## src/stid_pkg.sv

```systemverilog
// Shared types, codes and widths for the string-table image deframer.
package stid_pkg;

    localparam int unsigned BYTE_W   = 8;
    localparam int unsigned WORD_W   = 32;
    localparam int unsigned STATUS_W = 3;
    localparam int unsigned PHASE_W  = 3;
    localparam int unsigned POS_W    = 3;

    localparam logic [WORD_W-1:0] MAGIC_RESET = 32'h4C52_5453;

    // Parser phases.
    localparam logic [PHASE_W-1:0] PH_MAGIC   = 3'd0;
    localparam logic [PHASE_W-1:0] PH_COUNT   = 3'd1;
    localparam logic [PHASE_W-1:0] PH_LEN     = 3'd2;
    localparam logic [PHASE_W-1:0] PH_PAYLOAD = 3'd3;
    localparam logic [PHASE_W-1:0] PH_DONE    = 3'd4;
    localparam logic [PHASE_W-1:0] PH_FAULT   = 3'd5;

    // Status codes reported with every item.
    localparam logic [STATUS_W-1:0] ST_RUN       = 3'd0;
    localparam logic [STATUS_W-1:0] ST_VALID     = 3'd1;
    localparam logic [STATUS_W-1:0] ST_BAD_MAGIC = 3'd2;
    localparam logic [STATUS_W-1:0] ST_BAD_COUNT = 3'd3;
    localparam logic [STATUS_W-1:0] ST_TRUNC     = 3'd4;
    localparam logic [STATUS_W-1:0] ST_TRAIL     = 3'd5;

    typedef struct packed {
        logic [BYTE_W-1:0] image_byte;
        logic              last_byte;
    } stid_in_item_t;

    typedef struct packed {
        logic [BYTE_W-1:0]   data_byte;
        logic                is_payload;
        logic [WORD_W-1:0]   record_index;
        logic                record_end;
        logic [WORD_W-1:0]   records_done;
        logic [STATUS_W-1:0] status;
    } stid_result_t;

endpackage

```

## src/string_table_image_deframer.sv

```systemverilog
// Top level of the string-table image deframer.
//
// The image arrives one byte per item on the in channel (image_byte, with
// last_byte on the final byte). Every input item yields exactly one output
// item: the byte passed through as data_byte, labelled with is_payload,
// record_index, record_end, records_done and a status code.
// The cfg channel writes expected_magic; it is always ready and should only
// be written while no bytes are in flight.
// A byte accepted into the input register is worked on there by the parse
// logic, and its output item is then loaded into the result register.
// Throughput is one byte per cycle while out_ready holds, limited by the
// parser state update (a 32-bit count increment and compare per byte).
// When the receiver stalls, the result register and the input register each
// hold one item, so in_ready drops only once both are full.
// Reset clears both registers, returns the parser to the magic word and
// loads expected_magic with its default. The last byte of each image also
// returns the parser to its start, so images may follow back to back.
module string_table_image_deframer (
    input  logic                               clk,
    input  logic                               rst_n,
    input  logic                               cfg_valid,
    output logic                               cfg_ready,
    input  logic [stid_pkg::WORD_W-1:0]        cfg_data,
    input  logic                               in_valid,
    output logic                               in_ready,
    input  logic [stid_pkg::BYTE_W-1:0]        image_byte,
    input  logic                               last_byte,
    output logic                               out_valid,
    input  logic                               out_ready,
    output logic [stid_pkg::BYTE_W-1:0]        data_byte,
    output logic                               is_payload,
    output logic [stid_pkg::WORD_W-1:0]        record_index,
    output logic                               record_end,
    output logic [stid_pkg::WORD_W-1:0]        records_done,
    output logic [stid_pkg::STATUS_W-1:0]      status
);
    import stid_pkg::*;

    logic [WORD_W-1:0] magic_reg;
    stid_in_item_t     in_item;
    stid_in_item_t     held_item;
    logic              held_valid;
    logic              can_load;
    logic              step;
    stid_result_t      core_result;
    stid_result_t      out_result;

    // The magic register accepts a write on any cycle.
    assign cfg_ready = 1'b1;

    always_ff @(posedge clk or negedge rst_n)
    begin
        if (!rst_n)
        begin
            magic_reg <= MAGIC_RESET;
        end
        else if (cfg_valid && cfg_ready)
        begin
            magic_reg <= cfg_data;
        end
    end

    assign in_item.image_byte = image_byte;
    assign in_item.last_byte  = last_byte;

    // A held byte is parsed whenever the result register has room for it.
    assign step = held_valid && can_load;

    stid_in_stage u_in_stage (
        .clk        (clk),
        .rst_n      (rst_n),
        .in_valid   (in_valid),
        .in_ready   (in_ready),
        .in_item    (in_item),
        .take       (step),
        .held_valid (held_valid),
        .held_item  (held_item)
    );

    stid_core u_core (
        .clk            (clk),
        .rst_n          (rst_n),
        .step           (step),
        .item           (held_item),
        .expected_magic (magic_reg),
        .result         (core_result)
    );

    stid_out_stage u_out_stage (
        .clk         (clk),
        .rst_n       (rst_n),
        .load        (step),
        .result      (core_result),
        .can_load    (can_load),
        .out_valid   (out_valid),
        .out_ready   (out_ready),
        .held_result (out_result)
    );

    assign data_byte    = out_result.data_byte;
    assign is_payload   = out_result.is_payload;
    assign record_index = out_result.record_index;
    assign record_end   = out_result.record_end;
    assign records_done = out_result.records_done;
    assign status       = out_result.status;

endmodule

```

## src/stid_in_stage.sv

```systemverilog
// Input register of the deframer: holds one accepted byte until it is parsed.
module stid_in_stage (
    input  logic                   clk,
    input  logic                   rst_n,
    input  logic                   in_valid,
    output logic                   in_ready,
    input  stid_pkg::stid_in_item_t in_item,
    input  logic                   take,
    output logic                   held_valid,
    output stid_pkg::stid_in_item_t held_item
);
    import stid_pkg::*;

    logic          valid_reg;
    logic          valid_next;
    stid_in_item_t item_reg;

    assign in_ready   = !valid_reg || take;
    assign held_valid = valid_reg;
    assign held_item  = item_reg;

    always_comb
    begin
        valid_next = valid_reg;
        if (in_ready)
        begin
            valid_next = in_valid;
        end
    end

    always_ff @(posedge clk or negedge rst_n)
    begin
        if (!rst_n)
        begin
            valid_reg <= 1'b0;
        end
        else
        begin
            valid_reg <= valid_next;
        end
    end

    always_ff @(posedge clk)
    begin
        if (in_ready && in_valid)
        begin
            item_reg <= in_item;
        end
    end

endmodule

```

## src/stid_core.sv

```systemverilog
// Parser state and the per-byte next-state and labelling logic.
module stid_core (
    input  logic                              clk,
    input  logic                              rst_n,
    input  logic                              step,
    input  stid_pkg::stid_in_item_t           item,
    input  logic [stid_pkg::WORD_W-1:0]       expected_magic,
    output stid_pkg::stid_result_t            result
);
    import stid_pkg::*;

    logic [PHASE_W-1:0]  phase_reg,   phase_next;
    logic [POS_W-1:0]    pos_reg,     pos_next;
    logic [WORD_W-1:0]   shift_reg,   shift_next;
    logic                high_nz_reg, high_nz_next;
    logic [WORD_W-1:0]   total_reg,   total_next;
    logic [WORD_W-1:0]   fin_reg,     fin_next;
    logic [WORD_W-1:0]   left_reg,    left_next;
    logic [STATUS_W-1:0] fault_reg,   fault_next;

    logic [WORD_W-1:0]   shifted;
    logic [POS_W-1:0]    pos_inc;
    logic [WORD_W-1:0]   fin_inc;
    logic [WORD_W-1:0]   left_dec;
    logic                high_nz_now;
    logic                pay;
    logic [WORD_W-1:0]   idx;
    logic                rec_end;
    logic [STATUS_W-1:0] status;

    always_comb
    begin
        shifted     = shift_reg | ({{(WORD_W-BYTE_W){1'b0}}, item.image_byte}
                                   << {pos_reg[1:0], 3'b000});
        pos_inc     = pos_reg + 3'd1;
        fin_inc     = fin_reg + 32'd1;
        left_dec    = left_reg - 32'd1;
        high_nz_now = high_nz_reg;

        phase_next   = phase_reg;
        pos_next     = pos_reg;
        shift_next   = shift_reg;
        high_nz_next = high_nz_reg;
        total_next   = total_reg;
        fin_next     = fin_reg;
        left_next    = left_reg;
        fault_next   = fault_reg;

        pay     = 1'b0;
        idx     = '0;
        rec_end = 1'b0;
        status  = ST_RUN;

        case (phase_reg)
            PH_MAGIC:
            begin
                shift_next = shifted;
                pos_next   = pos_inc;
                if (item.last_byte)
                begin
                    phase_next = PH_FAULT;
                    fault_next = ST_TRUNC;
                end
                else if (pos_inc == 3'd4)
                begin
                    if (shifted != expected_magic)
                    begin
                        phase_next = PH_FAULT;
                        fault_next = ST_BAD_MAGIC;
                    end
                    else
                    begin
                        phase_next = PH_COUNT;
                        pos_next   = '0;
                        shift_next = '0;
                    end
                end
            end
            PH_COUNT:
            begin
                // Low four bytes build the count; high four must all be zero.
                if (!pos_reg[2])
                begin
                    shift_next = shifted;
                end
                else
                begin
                    high_nz_now = high_nz_reg || (item.image_byte != 8'd0);
                end
                high_nz_next = high_nz_now;
                pos_next     = pos_inc;
                if (pos_inc == 3'd0)
                begin
                    if (high_nz_now)
                    begin
                        phase_next = PH_FAULT;
                        fault_next = ST_BAD_COUNT;
                    end
                    else
                    begin
                        total_next = shift_reg;
                        shift_next = '0;
                        phase_next = (shift_reg == '0) ? PH_DONE : PH_LEN;
                    end
                end
                else if (item.last_byte)
                begin
                    phase_next = PH_FAULT;
                    fault_next = ST_TRUNC;
                end
            end
            PH_LEN:
            begin
                idx        = fin_reg;
                shift_next = shifted;
                pos_next   = pos_inc;
                if (pos_inc == 3'd4)
                begin
                    pos_next   = '0;
                    left_next  = shifted;
                    shift_next = '0;
                    if (shifted == '0)
                    begin
                        // An empty record closes on its last length byte.
                        rec_end    = 1'b1;
                        fin_next   = fin_inc;
                        phase_next = (fin_inc == total_reg) ? PH_DONE : PH_LEN;
                    end
                    else
                    begin
                        phase_next = PH_PAYLOAD;
                    end
                end
            end
            PH_PAYLOAD:
            begin
                pay       = 1'b1;
                idx       = fin_reg;
                left_next = left_dec;
                if (left_dec == '0)
                begin
                    rec_end    = 1'b1;
                    fin_next   = fin_inc;
                    phase_next = (fin_inc == total_reg) ? PH_DONE : PH_LEN;
                end
            end
            PH_DONE:
            begin
                phase_next = PH_FAULT;
                fault_next = ST_TRAIL;
            end
            default:
            begin
                // Faulted: bytes pass through with the fault code until the end of the image.
            end
        endcase

        if (phase_next == PH_FAULT)
        begin
            status  = fault_next;
            pay     = 1'b0;
            idx     = '0;
            rec_end = 1'b0;
        end
        else if (item.last_byte)
        begin
            status = (phase_next == PH_DONE) ? ST_VALID : ST_TRUNC;
        end

        result.data_byte    = item.image_byte;
        result.is_payload   = pay;
        result.record_index = idx;
        result.record_end   = rec_end;
        result.records_done = fin_next;
        result.status       = status;

        // The last byte of an image returns the parser to its start.
        if (item.last_byte)
        begin
            phase_next   = PH_MAGIC;
            pos_next     = '0;
            shift_next   = '0;
            high_nz_next = 1'b0;
            total_next   = '0;
            fin_next     = '0;
            left_next    = '0;
            fault_next   = ST_RUN;
        end
    end

    always_ff @(posedge clk or negedge rst_n)
    begin
        if (!rst_n)
        begin
            phase_reg   <= PH_MAGIC;
            pos_reg     <= '0;
            shift_reg   <= '0;
            high_nz_reg <= 1'b0;
            total_reg   <= '0;
            fin_reg     <= '0;
            left_reg    <= '0;
            fault_reg   <= ST_RUN;
        end
        else if (step)
        begin
            phase_reg   <= phase_next;
            pos_reg     <= pos_next;
            shift_reg   <= shift_next;
            high_nz_reg <= high_nz_next;
            total_reg   <= total_next;
            fin_reg     <= fin_next;
            left_reg    <= left_next;
            fault_reg   <= fault_next;
        end
    end

endmodule

```

## src/stid_out_stage.sv

```systemverilog
// Result register of the deframer: holds one labelled byte until it is taken.
module stid_out_stage (
    input  logic                   clk,
    input  logic                   rst_n,
    input  logic                   load,
    input  stid_pkg::stid_result_t result,
    output logic                   can_load,
    output logic                   out_valid,
    input  logic                   out_ready,
    output stid_pkg::stid_result_t held_result
);
    import stid_pkg::*;

    logic         valid_reg;
    logic         valid_next;
    stid_result_t result_reg;

    assign can_load    = !valid_reg || out_ready;
    assign out_valid   = valid_reg;
    assign held_result = result_reg;

    always_comb
    begin
        valid_next = valid_reg;
        if (can_load)
        begin
            valid_next = load;
        end
    end

    always_ff @(posedge clk or negedge rst_n)
    begin
        if (!rst_n)
        begin
            valid_reg <= 1'b0;
        end
        else
        begin
            valid_reg <= valid_next;
        end
    end

    always_ff @(posedge clk)
    begin
        if (load)
        begin
            result_reg <= result;
        end
    end

endmodule

```

## config.mk

```make
export PLATFORM = sky130hd
export DESIGN_NAME = string_table_image_deframer
export DESIGN_NICKNAME = d
export VERILOG_FILES = /design/src/stid_pkg.sv /design/src/string_table_image_deframer.sv /design/src/stid_in_stage.sv /design/src/stid_core.sv /design/src/stid_out_stage.sv
export SDC_FILE = /design/constraint.sdc
export NUM_CORES = 1
export LEC_CHECK = 0
export BUFFER_PORTS_ARGS = -buffer_cell sky130_fd_sc_hd__buf_2
export CORE_MARGIN = 5
export CORE_UTILIZATION = 50
export CTS_CLUSTER_SIZE = 40
export DETAILED_ROUTE_END_ITERATION = 10
export GPL_ROUTABILITY_DRIVEN = 0
export GPL_TIMING_DRIVEN = 0
export HOLD_SLACK_MARGIN = 0.02
export PLACE_DENSITY_LB_ADDON = 0.3
export SLEW_MARGIN = 10
export SYNTH_ARGS = -nofsm -noshare
export SYNTH_HDL_FRONTEND = slang
export SYNTH_SLANG_ARGS = --single-unit
```

## constraint.sdc

```tcl
create_clock -name clk -period 5 [get_ports clk]
set_input_delay 1 -clock clk [delete_from_list [all_inputs] [get_ports clk]]
set_output_delay 1 -clock clk [all_outputs]
set_load 0.01 [all_outputs]
```

* Word-level counts from Yosys, hierarchy flattened
Cells that the tools add are included.
** Word-level totals
- Word-level logic and storage cells :: 117
- Register bits :: 258
- Bits of input ports :: 46
** Cells by class
- Add/subtract/negate cells :: 3
- Eq/ne operators :: 11
- Multiplexer cells :: 58
- Shift operators :: 1
- Bitwise logic cells :: 2
- Reduce and logical (&&, ||, !) cells :: 23
** Operators by type and width (number)
- 32-bit 2-to-1 mux :: 17
- 32-bit one-hot mux with 2 select lines :: 2
- 32-bit zero test :: 3
- 32-bit one-hot mux with 3 select lines :: 1
- 3-bit 2-to-1 mux :: 26
- 32-bit by 1-bit adder with 32-bit output, second input constant :: 1
- 32-bit equality test :: 1
- 32-bit != test :: 1
- 32-bit OR :: 1
- 8-bit by 5-bit << shifter with 32-bit output :: 1
- 32-bit by 1-bit subtractor with 32-bit output, second input constant :: 1
- 3-bit one-hot mux with 3 select lines :: 2
- 3-bit one-hot mux with 5 select lines :: 1
- 3-bit equality test, second input constant :: 4
- 1-bit 2-to-1 mux :: 8
- 8-bit nonzero test :: 1
- 3-bit by 2-bit equality test with 1-bit output, second input constant :: 2
- 3-bit zero test :: 2
- 2-bit AND reduction :: 2
- 4-bit AND reduction :: 1
- 2-bit nonzero test :: 2
- 4-bit nonzero test :: 1
- 2-bit OR reduction :: 2
- 3-bit by 1-bit adder with 3-bit output, second input constant :: 1
- other kinds (10) :: 14

* Logic depth before layout (Yosys ltp)
Gate-level depths: netlist of run 1.
- Depth in word-level cells :: 11
- Mapped depth :: 14

* By module
From an unflattened synthesis of run 1, not the netlist that was laid out.
** Unflattened totals
- Cells, all modules :: 1587
- Area total of the unflattened synthesis :: 14930.6 um^2
** By module, submodules not included
- stid_core :: seq. area each 3453.3 um^2, cells each 1423, area each 10867.9 um^2, instances 1
- stid_out_stage :: seq. area each 2337.2 um^2, cells each 80, area each 2359.8 um^2, instances 1
- string_table_image_deframer :: seq. area each 817.0 um^2, cells each 71, area each 1378.8 um^2, instances 1
- stid_in_stage :: seq. area each 295.3 um^2, cells each 13, area each 324.1 um^2, instances 1

* Least setup slack after synthesis of run 1
Ideal clock, no wire load.
- Path kind :: input to register
- From :: in out_ready
- To :: reg u_core.high_nz_reg
- Library setup time :: 0.132 ns
- Required time :: 4.868 ns
- Arrival time :: 4.209 ns
- Setup slack :: 0.660 ns
- Stages on the path :: 7
- Cell sequence :: nand2b_1 > nand2_1 > clkinv_1 > clkbuf_1 > o21ai_0 > nand2_1 > o31ai_1
** Between the ends
- Longest elaborated chain between the ends :: 3
** RTL lines
- start, declared :: RTL line string_table_image_deframer.sv:29 : input logic out_ready,
- 1-bit logical OR :: RTL line stid_out_stage.sv:18 : assign can_load = !valid_reg || out_ready;
- 1-bit logical AND :: RTL line string_table_image_deframer.sv:67 : assign step = held_valid && can_load;
- net step :: RTL line string_table_image_deframer.sv:44 : logic step;
- 2-bit AND reduction (no source line)
- end signal, assigned :: RTL line stid_core.sv:209 : high_nz_reg <= high_nz_next;
- end, declared :: RTL line stid_core.sv:15 : logic high_nz_reg, high_nz_next;
The timed path passes the listed nets, and every way through them passes these cells.
A chain may end at the register's enable or synchronous reset.

==> results of run 1 <==
==> metal layers <==
layer / vias to the layer above / GRT usage / share of wire
met5: - / 0 / 0
met4: 0 / 0.149 / 0.066
met3: 203 / 0.0402 / 0.095
met2: 948 / 0.437 / 0.45
met1: 6750 / 0.365 / 0.39
li1: 6380 / - / -
==> logic make-up (layout without fill, tap and decap cells) <==
group	after synthesis	in the layout	share of synthesized area
xor+xnor	81	81	0.0475
simple gates	671	671	0.233
fa+ha+maj	7	7	0.00581
compound gates	411	411	0.183
buf+inv	174	351	0.0468
mux	35	35	0.0261
flops	258	258	0.458
other cells	1	1	0.000249
==> per-stage QoR <==
step                area, um^2  worst slack [ns]
global placement         16200             -1.01
detailed placement       16300             0.463
finish                   17200             0.268
CTS                      17200             0.462
floorplan                15100             0.660
global route             17200            0.0263
==> final timing paths <==
path,to,cells past startpoint,startpoint,slack [ns]
worst min register to register,u_out_stage.held_result[73],0,u_in_stage.held_item[5],0.46
max in group asynchronous,u_core.fin_reg[7],2,rst_n,3.70
min in group clk,u_out_stage.held_result[73],0,u_in_stage.held_item[5],0.46
worst max-delay path,u_out_stage.held_result[2],12,u_core.left_reg[0],0.27
worst min-delay path,u_core.left_reg[24],1,rst_n,0.37
worst max register to register,u_out_stage.held_result[2],12,u_core.left_reg[0],0.27
==> layout make-up <==
| cell class | count | area, um^2 |
|---|---|---|
| clock buffers | 36 | 782 |
| well taps | 390 | 488 |
| repair buffers | 125 | 681 |
| fillers | 2669 | 12500 |
| clock inverters | 16 | 188 |
| flip-flops and latches | 258 | 6900 |
| plain buffers | 141 | 586 |
| inverters | 33 | 124 |
| multi-input cells | 1206 | 7480 |
==> placed cells by master, fill, tap and decap left out, types with 16 or more instances in the layout <==
cell,netlist,layout
buf_2,18,140
nand3b_1,16,16
xnor2_1,49,49
nor4_1,34,33
xor2_1,31,31
a21oi_1,65,65
edfxtp_1,86,86
nand4_1,28,28
a41oi_1,19,19
or3_1,16,16
a31oi_1,38,38
nor3_1,44,44
clkbuf_16,0,29
nor2_1,151,151
o21ai_0,116,116
dfrtp_1,159,159
nand2_1,147,147
and2_1,56,56
clkbuf_1,105,108
mux2_2,33,33
nand3_1,69,69
o211ai_1,16,16
inv_1,32,32
==> critical path, delay by kind of cell (launching register included) <==
kind            cells  cell delay, ns
flops               1            0.47
buf+inv             3            0.88
mux                 1            0.30
simple gates        4            1.76
compound gates      3            0.91
fa+ha+maj           1            0.15
==> power by group <==
group          leakage [nW]  internal, mW  switching (mW)
clock network         0.469          1.31           0.856
registers              3.10          2.55           0.306
logic                  3.48          1.05            2.03
==> impl_metrics.py, run 1 <==
metrics = {
    "worst_setup_path": {
        "critPathKind": "flip-flop to flip-flop",
        "path_cells": "inv_1, ha_1, clkbuf_1, nor3b_2, nand3_1, or4_1, a22oi_1, nand4_1, o21ai_2, buf_2, a211oi_1, mux2_1",
        "start_kind": "flip-flop",
        "cp_data_arrival_time_ns": 5.02,
        "max_stage_delay_ns": 0.62,
        "critical_path.max_fanout": 10,
        "cp-end-kind": "flip-flop",
        "cpMaxStageDelayCell": "o21ai_2",
        "required_ns": 5.29,
    },
    "power_and_ir_drop": {
        "p_leak_nw": 7.05,
        "powerDensity_mw_per_mm2": 470,
        "p_total_mw": 8.09,
        "ir_worst_vdd_mv": 0.260,
    },
    "detailed_routing": {
        "avgViaCountPerCell": 6.48,
        "drc_errors": 0,
        "ant_nets": 0,
        "wl_per_cell_um": 21.4,
        "dr.first_iter.drc_count": 1932,
        "dr_total_vias": 14300,
        "drt_pre_antenna_iters": 8,
        "wl_um": 47100,
    },
    "sta": {
        "fmax_mhz": 211,
        "max-slew-margin-rel": 0.322,
        "rsz0062_at_grt": "no",
        "report.final.slew_viol_count": 0,
        "fin_worst_skew_ns": 0.0196,
        "worst_pin_slew_ns": 1.01,
        "finalCritPeriodShare": 0.946,
        "hold_viol": 0,
        "min_period_ns": 4.73,
        "whs_ns": 0.368,
        "final-setup-viol-count": 0,
        "setup_tns_ns": 0,
    },
    "grt": {
        "grt-ovfl-total": 0,
        "grt_antenna_before_repair": 0,
        "grt_pass1_vias": 13600,
        "grt_usage": 0.275,
        "grt_pass1_wl_um": 75000,
        "grt_max_degree": 114,
    },
    "final_layout": {
        "largest_register_ffs": 77,
        "finalNonFillerCells": 2205,
        "n_antenna_cell": 0,
        "final_util": 0.580,
        "final_layout_size_suffix_gt1_frac": 0.153,
        "area_delta_synth_final_pct": 14.3,
        "nNetsFinal": 1846,
    },
    "cts": {
        "htree_levels": 1,
        "cts_buffer_depth": 3,
        "clk_pin_slew_ns": 0.06,
        "cts_tree": "done",
        "cts_resized": 0,
        "clk_latency_ns": 0.55,
        "postCtsSetupBuffers": 0,
        "hold_buffers": 0,
        "cts.sinks": 258,
        "root_buffer": "clkbuf_16",
        "cts_buffers": 28,
    },
    "synth": {
        "synth_area_leaders": "dfrtp_1 26%, edfxtp_1 17%, o21ai_0 3.9%",
        "synth_edf_count": 86,
        "synth_seq_cells": 258,
        "seq_area_frac_synth": 0.458,
        "synth-main-ff-cell": "dfrtp_1",
        "netlist_instances": 1638,
        "avgSynthCellArea_um2": 9.21,
        "yosysMostFrequentCell": "dfrtp_1",
        "synthTopCellsByCount": "159 x dfrtp_1, 151 x nor2_1, 147 x nand2_1",
        "synthArstFlopShare": 0.667,
        "syn_area_mm2": 0.0151,
        "synth_top_cell_area_share": 0.264,
        "ys_warn_count": 0,
        "synth.distinct_cells": 89,
        "syn-num-nets": 1691,
        "synth_top_cell_by_area": "dfrtp_1",
    },
    "die": {
        "start_util": 0.507,
        "ios": 126,
        "die_area_mm2": 0.0337,
        "die_w_um": 184,
        "coreArea_mm2": 0.0297,
        "placementRows": 63,
        "die_h_um": 184,
    },
    "placement": {
        "place_hpwl_um": 34700,
        "dp.cells": 2153,
        "portBuffers": 123,
    },
    "worst_hold_path": {
        "hp-class": "input pin to asynchronous set/reset pin",
    },
    "run": {
        "maxCapViolations": 0,
    },
    "run_status": {
        "outcome": "finished, final reports clean",
    },
}
(Power assumes the default switching activity.)
==> run 2, diff against run 1 <==
--- a/config.mk
+++ b/config.mk
@@ -5,6 +5,7 @@
 export SDC_FILE = /design/constraint.sdc
 export NUM_CORES = 1
 export LEC_CHECK = 0
+export ABC_AREA = 1
 export BUFFER_PORTS_ARGS = -buffer_cell sky130_fd_sc_hd__buf_2
 export CORE_MARGIN = 5
 export CORE_UTILIZATION = 50
==> impl_metrics.py, run 2 <==
metrics = {
    "run_status": {
        "outcome": "finished, final reports clean",
    },
    "cts": {
        "clk_latency_ns": 0.55,
        "postCtsSetupBuffers": 0,
        "cts.sinks": 258,
        "root_buffer": "clkbuf_16",
        "hold_buffers": 0,
        "cts_buffer_depth": 3,
        "cts_resized": 0,
        "cts_tree": "done",
        "cts_buffers": 28,
        "htree_levels": 1,
        "clk_pin_slew_ns": 0.06,
    },
    "synth": {
        "synth.distinct_cells": 42,
        "synthArstFlopShare": 0.667,
        "avgSynthCellArea_um2": 7.53,
        "synth_top_cell_area_share": 0.270,
        "synth_edf_count": 86,
        "synth-main-ff-cell": "dfrtp_1",
        "synth_area_leaders": "dfrtp_1 27%, edfxtp_1 18%, nand2_1 12%",
        "synthTopCellsByCount": "470 x nand2_1, 301 x nor2_1, 218 x nand3_1",
        "synth_seq_cells": 258,
        "yosysMostFrequentCell": "nand2_1",
        "synth_top_cell_by_area": "dfrtp_1",
        "netlist_instances": 1960,
        "syn-num-nets": 2013,
        "seq_area_frac_synth": 0.468,
        "ys_warn_count": 0,
        "syn_area_mm2": 0.0148,
    },
    "worst_setup_path": {
        "cp-end-kind": "flip-flop",
        "critical_path.max_fanout": 7,
        "critPathTopFamily": "simple AND/OR/NAND/NOR gates",
        "critPathKind": "flip-flop to flip-flop",
        "start_kind": "flip-flop",
        "reg2reg_to": "u_out_stage.held_result[2]",
        "r2r_setup_slack_ns": 1.45,
        "reg2reg_depth": 20,
        "cp_data_arrival_time_ns": 3.85,
        "cpMaxStageDelayCell": "dfrtp_1",
        "required_ns": 5.30,
        "path_cells": "ha_1, nand2_1, nor2_2, nand2_1, nor2_2, nand2_1, nand3_1, nand2_1, nor2_1, nand2_1, nor2_1, nand3_1, nor2_1, nor2_1, nor2_1, nand2_1, nor2_2, nand2_1, nand2_1, nand2_1",
        "critPathBufInv": 0,
        "rr_startpoint": "u_core.fin_reg[0]",
        "max_stage_delay_ns": 0.45,
        "cpMostUsedCell": "nand2_1",
    },
    "detailed_routing": {
        "wl_per_cell_um": 17.6,
        "wl_um": 44300,
        "drc_errors": 0,
        "dr.first_iter.drc_count": 1605,
        "dr_total_vias": 14300,
        "drt_pre_antenna_iters": 6,
        "avgViaCountPerCell": 5.66,
        "ant_nets": 0,
    },
    "placement": {
        "place_ws_ns": 1.41,
        "place_hpwl_um": 33800,
        "portBuffers": 123,
        "placedInstanceArea_mm2": 0.0159,
    },
    "sta": {
        "fin_worst_skew_ns": 0.0144,
        "hold_viol": 0,
        "finalCritPeriodShare": 0.710,
        "max-slew-margin-rel": 0.440,
        "report.final.slew_viol_count": 0,
        "min_period_ns": 3.55,
        "fin_ws_ns": 1.45,
        "setup_tns_ns": 0,
        "whs_ns": 0.405,
        "final-setup-viol-count": 0,
        "fmax_mhz": 282,
        "rsz0062_at_grt": "no",
        "worst_pin_slew_ns": 0.838,
    },
    "grt": {
        "grt-ovfl-total": 0,
        "grt_usage": 0.262,
        "grt_pass1_vias": 13300,
        "grt_max_degree": 104,
        "grt_antenna_before_repair": 0,
        "grt_pass1_wl_um": 70800,
    },
    "die": {
        "placementRows": 62,
        "die_h_um": 182,
        "coreArea_mm2": 0.0289,
        "die_w_um": 182,
        "start_util": 0.510,
        "ios": 126,
        "die_area_mm2": 0.0330,
    },
    "final_layout": {
        "area_delta_synth_final_pct": 15.2,
        "layout_common_cells": "470 x nand2_1, 301 x nor2_1, 218 x nand3_1",
        "nNetsFinal": 2168,
        "largest_register_ffs": 77,
        "final_common_cell": "nand2_1",
        "design_area_mm2": 0.0170,
        "nFillCells": 2664,
        "final_layout_size_suffix_gt1_frac": 0.118,
        "n_antenna_cell": 0,
    },
    "run": {
        "maxCapViolations": 0,
    },
    "power_and_ir_drop": {
        "powerDensity_mw_per_mm2": 566,
        "p_leak_nw": 7.77,
        "ir_worst_vdd_mv": 0.422,
    },
    "worst_hold_path": {
        "hp-class": "input pin to asynchronous set/reset pin",
    },
}
[run 2: changes by cell type in the layout (fill, tap and decap cells not counted), sizes merged, moves of 46 or more]
cell and delta:
nand2 +325, inv +182, nor2 +162, nand3 +149, o21ai +76, clkbuf -58
and2 -57, xnor2 -50, a21oi -46
[run 2: power by group]
part,leakage [nW],total (mW),switching (mW),internal (mW)
logic,4.13,4.35,3.04,1.32
clock network,0.511,2.37,0.884,1.49
registers,3.13,2.90,0.299,2.60
total,7.77,9.62,4.22,5.40
[run 2: worst max path at each step]
stage,startpoint,endpoint,slack [ns],depth (start not counted)
global route,u_core.fin_reg[0],u_out_stage.held_result[2],1.12,20
floorplan,out_ready,u_out_stage.held_result[0],0.79,5
detailed placement,out_ready,u_core.left_reg[28],1.41,8
global placement,out_ready,u_core.phase_reg[0],-0.59,7
CTS,u_core.fin_reg[0],u_out_stage.held_result[2],1.52,20
finish,u_core.fin_reg[0],u_out_stage.held_result[2],1.45,20
[run 2: cell families (layout without fill, tap and decap cells)]
| kind of cell | count (synthesis) | count (layout) | share of synthesized area |
|---|---|---|---|
| adders and majority gates | 7 | 7 | 0.00594 |
| buffers and inverters | 289 | 466 | 0.0763 |
| other | 1 | 1 | 0.000254 |
| and+or+nand+nor | 1076 | 1076 | 0.308 |
| AOI/OAI and AO/OA | 265 | 265 | 0.0996 |
| xor gates and xnor gates | 42 | 42 | 0.0249 |
| DFF | 258 | 258 | 0.468 |
| muxes | 22 | 22 | 0.0168 |
[run 2: layout make-up]
cell class,count,area [um^2],share of cell area
sequential,258,6900,0.406
multi-input combinational,1413,6720,0.396
inverter,218,818,0.0482
clock buffer,32,747,0.0440
timing repair buffer,125,681,0.0401
tap,384,480,0.0283
clock inverter,20,324,0.0191
buffer,71,312,0.0183
[run 2: per-stage QoR]
stage          utilization  instances  power (mW)
2_1_floorplan            -       1960        5.89
3_3_place_gp         0.548       2467        7.05
5_1_grt              0.587       2521        10.3
3_5_place_dp         0.550       2469        7.14
6_report             0.587       2521        9.62
4_1_cts              0.587       2521        9.54
[run 2: layer usage]
layer / global-route usage / vias up / part of all wire
met4: 0.122 / 0 / 0.052
li1: - / 6797 / -
met1: 0.352 / 6549 / 0.40
met5: 0 / - / 0
met3: 0.0370 / 144 / 0.088
met2: 0.422 / 773 / 0.45
